===== config.mk =====
export PLATFORM = sky130hd
export DESIGN_NAME = activation_forward_backward
export DESIGN_NICKNAME = d
export VERILOG_FILES = /design/src/rtl/afb_pkg.sv /design/src/rtl/afb_interp.sv /design/src/rtl/afb_post.sv /design/src/rtl/activation_forward_backward.sv
export SDC_FILE = /design/constraint.sdc
export NUM_CORES = 2
export LEC_CHECK = 0
export ABC_AREA = 1
export ABC_CLOCK_PERIOD_IN_PS = 19000
export BUFFER_PORTS_ARGS = -buffer_cell sky130_fd_sc_hd__buf_2
export CORE_ASPECT_RATIO = 0.75
export CORE_MARGIN = 1.5
export CORE_UTILIZATION = 40
export CTS_CLUSTER_DIAMETER = 200
export CTS_CLUSTER_SIZE = 24
export DETAILED_ROUTE_END_ITERATION = 7
export SYNTH_ARGS = -nofsm -noshare
export SYNTH_HDL_FRONTEND = slang
export SYNTH_SLANG_ARGS = --single-unit

===== constraint.sdc =====
create_clock -name clk -period 19 [get_ports clk]
set_input_delay 2.85 -clock clk [delete_from_list [all_inputs] [get_ports clk]]
set_output_delay 2.85 -clock clk [all_outputs]
set_load 0.01 [all_outputs]

===== src/rtl/afb_pkg.sv =====
// ----------------------------------------------------------------------------
// Activation package
// Shared types, mode codes and the sigmoid table for the activation unit.
// ----------------------------------------------------------------------------
`timescale 1ns / 1ps
package afb_pkg;
  localparam int DATA_W = 16;
  localparam int SIG_W = 17;
  localparam int STEP_SHIFT = 22;
  localparam int TABLE_LAST = 33;
  localparam logic [SIG_W-1:0] ONE_Q16 = 17'd65536;

  typedef enum logic [1:0] {
    MODE_IDENTITY = 2'd0,
    MODE_SIGMOID  = 2'd1,
    MODE_TANH     = 2'd2,
    MODE_SPARE    = 2'd3
  } mode_t;

  typedef enum logic {
    OP_FORWARD  = 1'b0,
    OP_BACKWARD = 1'b1
  } op_t;

  typedef struct packed {
    logic                     operation;
    logic signed [DATA_W-1:0] x_value;
    logic signed [DATA_W-1:0] upstream_gradient;
  } request_t;

  typedef struct packed {
    logic signed [DATA_W-1:0] result_value;
    logic                     saturated;
  } result_t;

  typedef struct packed {
    logic backward;
    logic is_sig;
    logic is_tanh;
    logic xneg;
    logic gneg;
  } ctrl_t;

  function automatic logic [SIG_W-1:0] sig_entry(input logic [5:0] k);
    logic [SIG_W-1:0] v;
    case (k)
      6'd0: v = 17'd32768;  6'd1: v = 17'd36843;  6'd2: v = 17'd40793;
      6'd3: v = 17'd44511;  6'd4: v = 17'd47911;  6'd5: v = 17'd50941;
      6'd6: v = 17'd53581;  6'd7: v = 17'd55834;  6'd8: v = 17'd57724;
      6'd9: v = 17'd59287;  6'd10: v = 17'd60565; 6'd11: v = 17'd61598;
      6'd12: v = 17'd62428; 6'd13: v = 17'd63090; 6'd14: v = 17'd63615;
      6'd15: v = 17'd64030; 6'd16: v = 17'd64357; 6'd17: v = 17'd64614;
      6'd18: v = 17'd64816; 6'd19: v = 17'd64974; 6'd20: v = 17'd65097;
      6'd21: v = 17'd65194; 6'd22: v = 17'd65269; 6'd23: v = 17'd65328;
      6'd24: v = 17'd65374; 6'd25: v = 17'd65410; 6'd26: v = 17'd65438;
      6'd27: v = 17'd65459; 6'd28: v = 17'd65476; 6'd29: v = 17'd65489;
      6'd30: v = 17'd65500; 6'd31: v = 17'd65508; 6'd32: v = 17'd65514;
      default: v = 17'd65536;
    endcase
    return v;
  endfunction
endpackage


===== src/rtl/afb_interp.sv =====
// ----------------------------------------------------------------------------
// Sigmoid interpolation stages
// Table lookup in the first stage, linear interpolation in the second.
// ----------------------------------------------------------------------------
`timescale 1ns / 1ps
module afb_interp #(
  parameter int FRAC_BITS = 12
) (
  input  logic                                 clk,
  input  logic                                 rst,
  input  logic                                 in_valid,
  input  afb_pkg::request_t                    req,
  input  afb_pkg::mode_t                       mode,
  output logic                                 out_valid,
  output afb_pkg::ctrl_t                       out_ctrl,
  output logic [afb_pkg::SIG_W-1:0]            out_sig,
  output logic signed [afb_pkg::DATA_W-1:0]    out_x,
  output logic signed [afb_pkg::DATA_W-1:0]    out_g
);
  localparam int SH_U = 24 - FRAC_BITS;
  localparam int UW_RAW = afb_pkg::DATA_W + SH_U + 1;
  localparam int UW = (UW_RAW > 28) ? UW_RAW : 28;
  localparam int SW = afb_pkg::SIG_W;
  localparam int FW = afb_pkg::STEP_SHIFT;

  logic [afb_pkg::DATA_W-1:0] xmag;
  logic [UW-1:0]              u;
  logic [UW-FW-1:0]           idx;
  afb_pkg::ctrl_t             ctrl_next;

  logic                       v1;
  afb_pkg::ctrl_t             ctrl1;
  logic signed [afb_pkg::DATA_W-1:0] x1, g1;
  logic [SW-1:0]              lo1, hi1;
  logic [FW-1:0]              frac1;
  logic                       one1;
  logic [SW+FW-1:0]           prod;

  always_comb begin
    ctrl_next.backward = req.operation == afb_pkg::OP_BACKWARD;
    ctrl_next.is_sig = mode == afb_pkg::MODE_SIGMOID;
    ctrl_next.is_tanh = mode == afb_pkg::MODE_TANH;
    ctrl_next.xneg = req.x_value[afb_pkg::DATA_W-1];
    ctrl_next.gneg = req.upstream_gradient[afb_pkg::DATA_W-1];
    xmag = ctrl_next.xneg ? afb_pkg::DATA_W'(-req.x_value) : req.x_value;
    u = UW'(xmag) << SH_U;
    if (ctrl_next.is_tanh) begin
      u = u << 1;
    end
    idx = u[UW-1:FW];
  end

  assign prod = (SW+FW)'(hi1 - lo1) * (SW+FW)'(frac1);

  always_ff @(posedge clk) begin
    if (rst) begin
      v1 <= 1'b0;
      out_valid <= 1'b0;
    end else begin
      v1 <= in_valid;
      out_valid <= v1;
    end
    ctrl1 <= ctrl_next;
    x1 <= req.x_value;
    g1 <= req.upstream_gradient;
    one1 <= idx >= (UW-FW)'(afb_pkg::TABLE_LAST);
    lo1 <= afb_pkg::sig_entry(idx[5:0]);
    hi1 <= afb_pkg::sig_entry(idx[5:0] + 6'd1);
    frac1 <= u[FW-1:0];
    out_ctrl <= ctrl1;
    out_x <= x1;
    out_g <= g1;
    out_sig <= one1 ? afb_pkg::ONE_Q16 : lo1 + SW'(prod >> FW);
  end
endmodule


===== src/rtl/afb_post.sv =====
// ----------------------------------------------------------------------------
// Activation output stages
// Forms f(x) or the derivative times the gradient, rounds, clips; identity passes x or the gradient through.
// ----------------------------------------------------------------------------
`timescale 1ns / 1ps
module afb_post #(
  parameter int FRAC_BITS = 12
) (
  input  logic                              clk,
  input  logic                              rst,
  input  logic                              in_valid,
  input  afb_pkg::ctrl_t                    in_ctrl,
  input  logic [afb_pkg::SIG_W-1:0]         in_sig,
  input  logic signed [afb_pkg::DATA_W-1:0] in_x,
  input  logic signed [afb_pkg::DATA_W-1:0] in_g,
  output logic                              out_valid,
  output afb_pkg::result_t                  out_result
);
  localparam int SW = afb_pkg::SIG_W;
  localparam int DW = afb_pkg::DATA_W;
  localparam int MW = SW + 24;
  localparam int SH_L = (FRAC_BITS >= 16) ? FRAC_BITS - 16 : 0;
  localparam int SH_R = (FRAC_BITS < 16) ? 16 - FRAC_BITS : 0;
  localparam int RND = (FRAC_BITS < 16) ? (1 << (15 - FRAC_BITS)) : 0;
  localparam int DFW = 33;
  localparam int PW = DW + DFW;
  localparam logic [MW-1:0] POS_MAX = MW'((1 << (DW - 1)) - 1);
  localparam logic [MW-1:0] NEG_MAX = MW'(1 << (DW - 1));

  logic [SW-1:0]  t, fv;
  logic [MW-1:0]  fmag_next;
  logic [2*SW-1:0] sq;
  logic [DFW-1:0] d_next;

  logic           v3, v4;
  afb_pkg::ctrl_t ctrl3, ctrl4;
  logic [MW-1:0]  fmag3, fmag4;
  logic [DFW-1:0] d3;
  logic signed [DW-1:0] x3, g3, x4, g4;
  logic [PW-1:0]  p4;
  logic [DW-1:0]  gmag;

  logic [MW-1:0]  mag;
  logic           neg, clip;
  logic signed [DW-1:0] r;

  always_comb begin
    t = in_ctrl.is_tanh ? SW'({in_sig, 1'b0} - {1'b0, afb_pkg::ONE_Q16}) : in_sig;
    if (in_ctrl.is_sig && in_ctrl.xneg) begin
      fv = afb_pkg::ONE_Q16 - in_sig;
    end else begin
      fv = t;
    end
    if (FRAC_BITS >= 16) begin
      fmag_next = MW'(fv) << SH_L;
    end else begin
      fmag_next = (MW'(fv) + MW'(RND)) >> SH_R;
    end
    if (in_ctrl.is_tanh) begin
      sq = t * t;
      d_next = (DFW'(1) << 32) - DFW'(sq);
    end else begin
      sq = in_sig * (afb_pkg::ONE_Q16 - in_sig);
      d_next = DFW'(sq);
    end
  end

  assign gmag = g3[DW-1] ? DW'(-g3) : g3;

  always_comb begin
    if (ctrl4.backward) begin
      mag = MW'((p4 + (PW'(1) << 31)) >> 32);
      neg = ctrl4.gneg;
    end else begin
      mag = fmag4;
      neg = ctrl4.is_tanh && ctrl4.xneg;
    end
    clip = 1'b0;
    if (!ctrl4.is_sig && !ctrl4.is_tanh) begin
      r = ctrl4.backward ? g4 : x4;
    end else if (!neg && mag > POS_MAX) begin
      r = DW'(POS_MAX);
      clip = 1'b1;
    end else if (neg && mag > NEG_MAX) begin
      r = DW'(NEG_MAX);
      clip = 1'b1;
    end else begin
      r = neg ? DW'(-mag) : DW'(mag);
    end
  end

  always_ff @(posedge clk) begin
    if (rst) begin
      v3 <= 1'b0;
      v4 <= 1'b0;
      out_valid <= 1'b0;
    end else begin
      v3 <= in_valid;
      v4 <= v3;
      out_valid <= v4;
    end
    ctrl3 <= in_ctrl;
    fmag3 <= fmag_next;
    d3 <= d_next;
    x3 <= in_x;
    g3 <= in_g;
    ctrl4 <= ctrl3;
    fmag4 <= fmag3;
    x4 <= x3;
    g4 <= g3;
    p4 <= PW'(gmag) * PW'(d3);
    out_result.result_value <= r;
    out_result.saturated <= clip;
  end
endmodule


===== src/rtl/activation_forward_backward.sv =====
// ----------------------------------------------------------------------------
// Activation forward/backward unit
// Identity, sigmoid or tanh and their gradients in signed Q4.12.
// ----------------------------------------------------------------------------
// A request is taken at every clock edge where start is high; busy is always
// low, so one request can enter in every cycle.
// Each request gives one result on result, marked by done for one cycle.
// The result passes the five register stages of the pipeline: two in afb_interp
// and three in afb_post.
// Throughput is one result per cycle through the five pipeline stages.
// The mode register is written through cfg_we and cfg_data and applies to
// requests taken after the write.
// Reset clears the mode to identity and drops every request in flight.
// The receiver cannot hold results off; done is a plain strobe.
// ----------------------------------------------------------------------------
`timescale 1ns / 1ps
module activation_forward_backward #(
  parameter int FRAC_BITS = 12
) (
  input  logic              clk,
  input  logic              rst,
  input  logic              start,
  output logic              busy,
  input  afb_pkg::request_t request,
  input  logic              cfg_we,
  input  logic [1:0]        cfg_data,
  output logic              done,
  output afb_pkg::result_t  result
);
  afb_pkg::mode_t mode;
  logic           iv;
  afb_pkg::ctrl_t ictrl;
  logic [afb_pkg::SIG_W-1:0] isig;
  logic signed [afb_pkg::DATA_W-1:0] ix, ig;

  assign busy = 1'b0;

  always_ff @(posedge clk) begin
    if (rst) begin
      mode <= afb_pkg::MODE_IDENTITY;
    end else if (cfg_we) begin
      mode <= afb_pkg::mode_t'(cfg_data);
    end
  end

  afb_interp #(.FRAC_BITS(FRAC_BITS)) u_interp (
    .clk(clk), .rst(rst), .in_valid(start && !busy), .req(request), .mode(mode),
    .out_valid(iv), .out_ctrl(ictrl), .out_sig(isig), .out_x(ix), .out_g(ig)
  );

  afb_post #(.FRAC_BITS(FRAC_BITS)) u_post (
    .clk(clk), .rst(rst), .in_valid(iv), .in_ctrl(ictrl), .in_sig(isig),
    .in_x(ix), .in_g(ig), .out_valid(done), .out_result(result)
  );
endmodule


; ---- After elaboration in Yosys (flattened, before gate mapping)
; Memories as Yosys holds them, arrays and structs flattened. A register that Yosys moved wholly into a read port is not among the register bits.
; Index checks and enable logic that the tools add are counted.
[totals]
elab_cells = 90
latchBits = 0
mem_bits_rw = 0
ff_bits = 368
romBits = 2176
memories = 2
out_inout_bits = 19
in_bits = 39
[memory_table]
columns = name, words, width, rd, rd_ports_with_merged_regs, wr, line
row1 = (name not given), 64, 17, 1, 1, 0, afb_pkg.sv:46  ; case (k)
row2 = (name not given), 64, 17, 1, 1, 0, afb_pkg.sv:46
[op_classes]
n_addsub = 12
eq_ne = 2
reduce_logical = 8
multipliers = 4
n_div = 0
n_mux = 15
n_shift = 0
order_cmp = 3
bitwise = 0
[op_table]
columns = op, count
row1 = 2-to-1 mux 16 bit, 7
row2 = "adder 49 x 32 -> 49 bit, second input constant", 1
row3 = multiplier 16 x 33 -> 49 bit, 1
row4 = negation 16 bit, 3
row5 = multiplier 39 x 22 -> 39 bit, 1
row6 = "> comparator 37 x 15 -> 1 bit, second input constant", 1
row7 = "> comparator 37 x 16 -> 1 bit, second input constant", 1
row8 = 2-to-1 mux 37 bit, 1
row9 = multiplier 17 x 34 -> 33 bit, 1
row10 = 2-to-1 mux 17 bit, 2
row11 = multiplier 17 x 17 -> 33 bit, 1
row12 = 2-to-1 mux 33 bit, 1
row13 = "subtractor 33 bit, first input constant", 1
row14 = 2-to-1 mux 29 bit, 1
row15 = "adder 17 x 4 -> 18 bit, second input constant", 1
row16 = subtractor 17 x 17 -> 18 bit, 1
row17 = "subtractor 17 x 17 -> 18 bit, first input constant", 1
row18 = adder 17 bit, 1
row19 = "subtractor 17 bit, first input constant", 1
row20 = "subtractor 17 bit, second input constant", 1
row21 = "greater-or-equal comparator 7 x 6 -> 1 bit, second input constant", 1
row22 = "adder 6 x 1 -> 6 bit, second input constant", 1
row23 = logical AND 1 bit, 5
row24 = zero test 1 bit, 3
row25 = other kinds (3), 5

; ---- Depth between registers and ports, before layout
[logic_depth]
ltp_word = 7
depth_mapped = 44
ltp_nobuf = 44

; ---- By module
; Synthesis repeated with hierarchy kept, for this count alone.
[unflattened]
cells_unflattened = 7183
area_unflattened_um2 = 56075.0
[by_module_without_submodules]
columns = mod, cells_per_inst, area_per_inst_um2, n_inst, seq_area_each_um2
row1 = afb_post, 5375, 42328.1, 1, 3463.3
row2 = afb_interp, 1793, 13654.3, 1, 2682.6
row3 = activation_forward_backward, 15, 92.6, 1, 40.0

; ---- Worst setup path before layout
; No wires, ideal clock.
[synth_path]
path_kind = register -> register
start = register u_interp.hi1[0]
end = register u_interp.out_sig[16] (netlist bit)
n_path_buf = 0
stages_incl_launch_ff = 43
setup_slack_ns = 10.997
t_arrival_ns = 7.873
required_ns = 18.870
synth_period_minus_slack_ns = 8.003
setup_time_ns = 0.130
cell_sequence = dfxtp_1 > inv_1 > ha_1 > fa_1 > nand3b_1 > nand2_1 > nand2_1 > nand2_1 > a21oi_1 > o21ai_0 > xor2_1 > nand2_1 > fa_1 > fa_1 > inv_1 > fa_1 > fa_1 > inv_1 > [... 7 more ...] > nand3_1 > or2_2 > nand2_1 > a21oi_1 > o21ai_1 > nand2_1 > nand2_1 > xor2_1 > ha_1 > a21o_1 > a31oi_1 > o211ai_1 > a31oi_1 > inv_1 > nand2_1 > nand2_1 > nand2_1 > nand3_1
[synth_between]
elab_chain_cells = 3
[synth_lines]
columns = element, line
row1 = "start, declared", afb_interp.sv:34  ; logic [SW-1:0] lo1, hi1;
row2 = subtractor 17 x 17 -> 18 bit, afb_interp.sv:53  ; assign prod = (SW+FW)'(hi1 - lo1) * (SW+FW)'(frac1);
row3 = multiplier 39 x 22 -> 39 bit, afb_interp.sv:53
row4 = adder 17 bit, afb_interp.sv:73  ; out_sig <= one1 ? afb_pkg::ONE_Q16 : lo1 + SW'(prod >> FW);
row5 = "end signal, assigned", afb_interp.sv:73
row6 = "end, declared", afb_interp.sv:16  ; output logic [afb_pkg::SIG_W-1:0] out_sig,
; Every way passes these cells.
; A chain may end at the register's enable or synchronous reset.

; ---- Worst setup path in the final report
; Same ends and word-level chain as after synthesis.

==> run metrics <==
Primary FF master, synth=dfxtp_1; post-synthesis mux area share=0; clk_skew=0.0369 ns; share of the synthesized area in the top cell type=0.391; Avg Inst Size Synth=8.01 sq um; first-pass GRT wire length=265000 microns; Highest Clock Rate=108 MHz; GRT overflow=0; Post-CTS Hold Buffers=0; Hold Path Class=register to register; Seq/Total Area, Yosys=0.110; initial antenna violation count=8; register bit total from synthesis=305; Chip Height=326 microns; Ports=58; Max Cap Viol=0; # fillers=14000; Port-buffer cells=56; warnings from Yosys=0; r2r setup slk=9.76 ns; register clock-pin slew on the reported worst setup and hold paths=0.11 ns; DRC=0; layout cell share with drive strength beyond 1=0.0373; final hold slack=0.320 ns; Mapped Nets=8553; Site Rows=118; ys async rst share=0; Endpoint, Worst Hold=u_interp.out_g[8]; adder-cell share of the synthesized area=0.498; total track usage=0.241; Compound-Gate Fraction of Synth Area=0.0611; Crit Reg-Reg Endpoint=u_interp.out_sig[16]; Synth Area in XOR/XNOR=0.0214; EDFF count, synth=0; drt pass-1 iters=6; CP endpoint kind=register; Slew @ Worst Pin=1.01 ns; Inserted Clock Buffers=16; Finished Layout Cells=8747; status=completed; Final nets=8487; Max stage delay on crit path=0.62 ns; post_cts resized=0; most common cell after layout, fill and taps aside=inv_1; crit start category=register; initial DRC count=3828; required time of the critical path=19.40 ns; Starting Density=0.403; Clk Latency, worst-skew pair=0.56 ns; arrival time at the worst endpoint=9.64 ns; HPWL after DPL=136000 microns; combinational family with the most area after synthesis=adder cells; Worst R2R Path Depth=42; synth-to-layout area growth=4.81%; area of the mapped netlist=55700 sq um; CTS tree=built; Hold Path Origin=u_interp.g1[8]; Synth area leaders=fa_1, dfxtp_1, ha_1, inv_1, nand2_1; # Post-CTS Setup Buffers=0; Core Area=138000 sq um; Final setup viols=0; die width=434 microns; worst hold stages=0; relative slew slack=0.325; most frequent CP cell=nand2_1; WL per Instance=19.1 microns; fin. max-slew vios=0; RSZ-0062 raised after global routing=false; vias=44500; H-Tree Depth=1; Sink Count=305; largest net degree at the start of global routing=77; full die area=141000 sq um; Cells after Synth=6951; final WL=167000 microns; Antenna Nets Post-Route=0; number of library cell types mapped by synthesis=62; WS Path Type=register to register; most frequent cells in the layout=inv_1, nand2_1, fa_1; fin crit period=9.24 ns; Max clock buf depth=3; vias in the first global route=46100; DR vias/cell=5.09; post-synthesis simple-gate area fraction=0.187; Hold Vio Cnt, Final=0; worst r2r src=u_interp.hi1[0]; crit path max-delay cell type=o21ai_0; gpl congestion=0.958; Sum Neg Setup Slack=0 ns; post-synth top area cell=fa_1; Inst Count DP=8727; Root Buffer=clkbuf_16; fin crit share=0.486; Max FO, Critical Path=7
## worst max-delay path by stage
stage                         start  slack, ns                    to
detailed placement  u_interp.hi1[0]       9.87  u_interp.out_sig[16]
CTS                 u_interp.hi1[0]       9.82  u_interp.out_sig[16]
finish              u_interp.hi1[0]       9.76  u_interp.out_sig[16]
floorplan           u_interp.hi1[0]      11.00  u_interp.out_sig[16]
global placement    u_interp.hi1[0]       9.88  u_interp.out_sig[16]
global route        u_interp.hi1[0]       9.07  u_interp.out_sig[16]
## state kept, by name (all words and copies together) (netlist names), 2 cells and up
name	flops
u_interp.out_ctrl	5
u_post.g4	15
u_post.fmag4	14
u_interp.lo1	17
u_interp.out_g	15
u_post.out_result	17
u_interp.out_x	15
u_post.g3	15
u_interp.frac1	10
u_interp.out_sig	17
u_post.p4	18
u_post.ctrl4	5
u_post.ctrl3	5
u_interp.g1	15
u_post.x4	15
u_post.fmag3	14
u_post.d3	33
u_post.x3	15
u_interp.x1	15
u_interp.hi1	17
u_interp.ctrl1	5
mode	2
## synthesized netlist by cell type, drive strengths merged, types with 7 or more instances
cell type and number:
a211oi 7, o211ai 14, nand3 195, a21oi 234, ha 476, fa 1087
a21boi 11, inv 1582, nor3 42, clkinv 11, o21ai 266, buf 70
or2 24, clkbuf 130, nand3b 10, nand2 1574, a21o 15, nand4 37
xnor2 40, xor2 93, o21a 9, dfxtp 305, nor4 12, o21bai 17
nor2 642, a31oi 27
## final cells by class
class,instances,area (sq um),area share
sequential,305,6110,0.105
tap,1860,2330,0.0399
timing repair buffer,116,731,0.0125
multi-input combinational,4853,42700,0.732
inverter,1593,5980,0.103
clock buffer,17,425,0.00729
clock inverter,2,35.0,0.000600
antenna,1,2.50,0.0000429
## layer usage
layer	global-route usage	share of wire	wire (microns)
met5	0	0.000042	7
met4	0.0455	0.021	3500
met3	0.0321	0.080	13400
met2	0.361	0.43	71200
met1	0.370	0.47	79000
## worst max-delay path, delay by kind of cell, from the launching register on
kind | cells | cell delay [ns]
fa+ha+maj | 11 | 4.27
flops | 1 | 0.32
compound gates | 8 | 1.98
xor+xnor | 2 | 0.68
buf+inv | 6 | 0.31
simple gates | 15 | 1.56
## cells by family (layout without fill, tap and decap cells)
group	after synthesis	count (layout)
AND/OR/NAND/NOR	2544	2544
buffers and inverters	1793	1728
adder cells (fa/ha/maj)	1563	1563
AO/OA/AOI/OAI	612	612
flip-flops	305	305
XOR/XNOR	133	133
other	1	2
## metrics by stage
| step | utilization | instance area (sq um) | setup WS [ns] |
|---|---|---|---|
| finish | 0.423 | 58400 | 9.76 |
| global route | 0.423 | 58400 | 9.07 |
| CTS | 0.423 | 58400 | 9.82 |
| detailed placement | 0.419 | 57900 | 9.87 |
| global placement | 0.419 | 57900 | 9.88 |
| floorplan | - | 55700 | 11.00 |
Power is not shown: default switching activity piles up to over one toggle a cycle in this logic, so the estimate is an artifact.
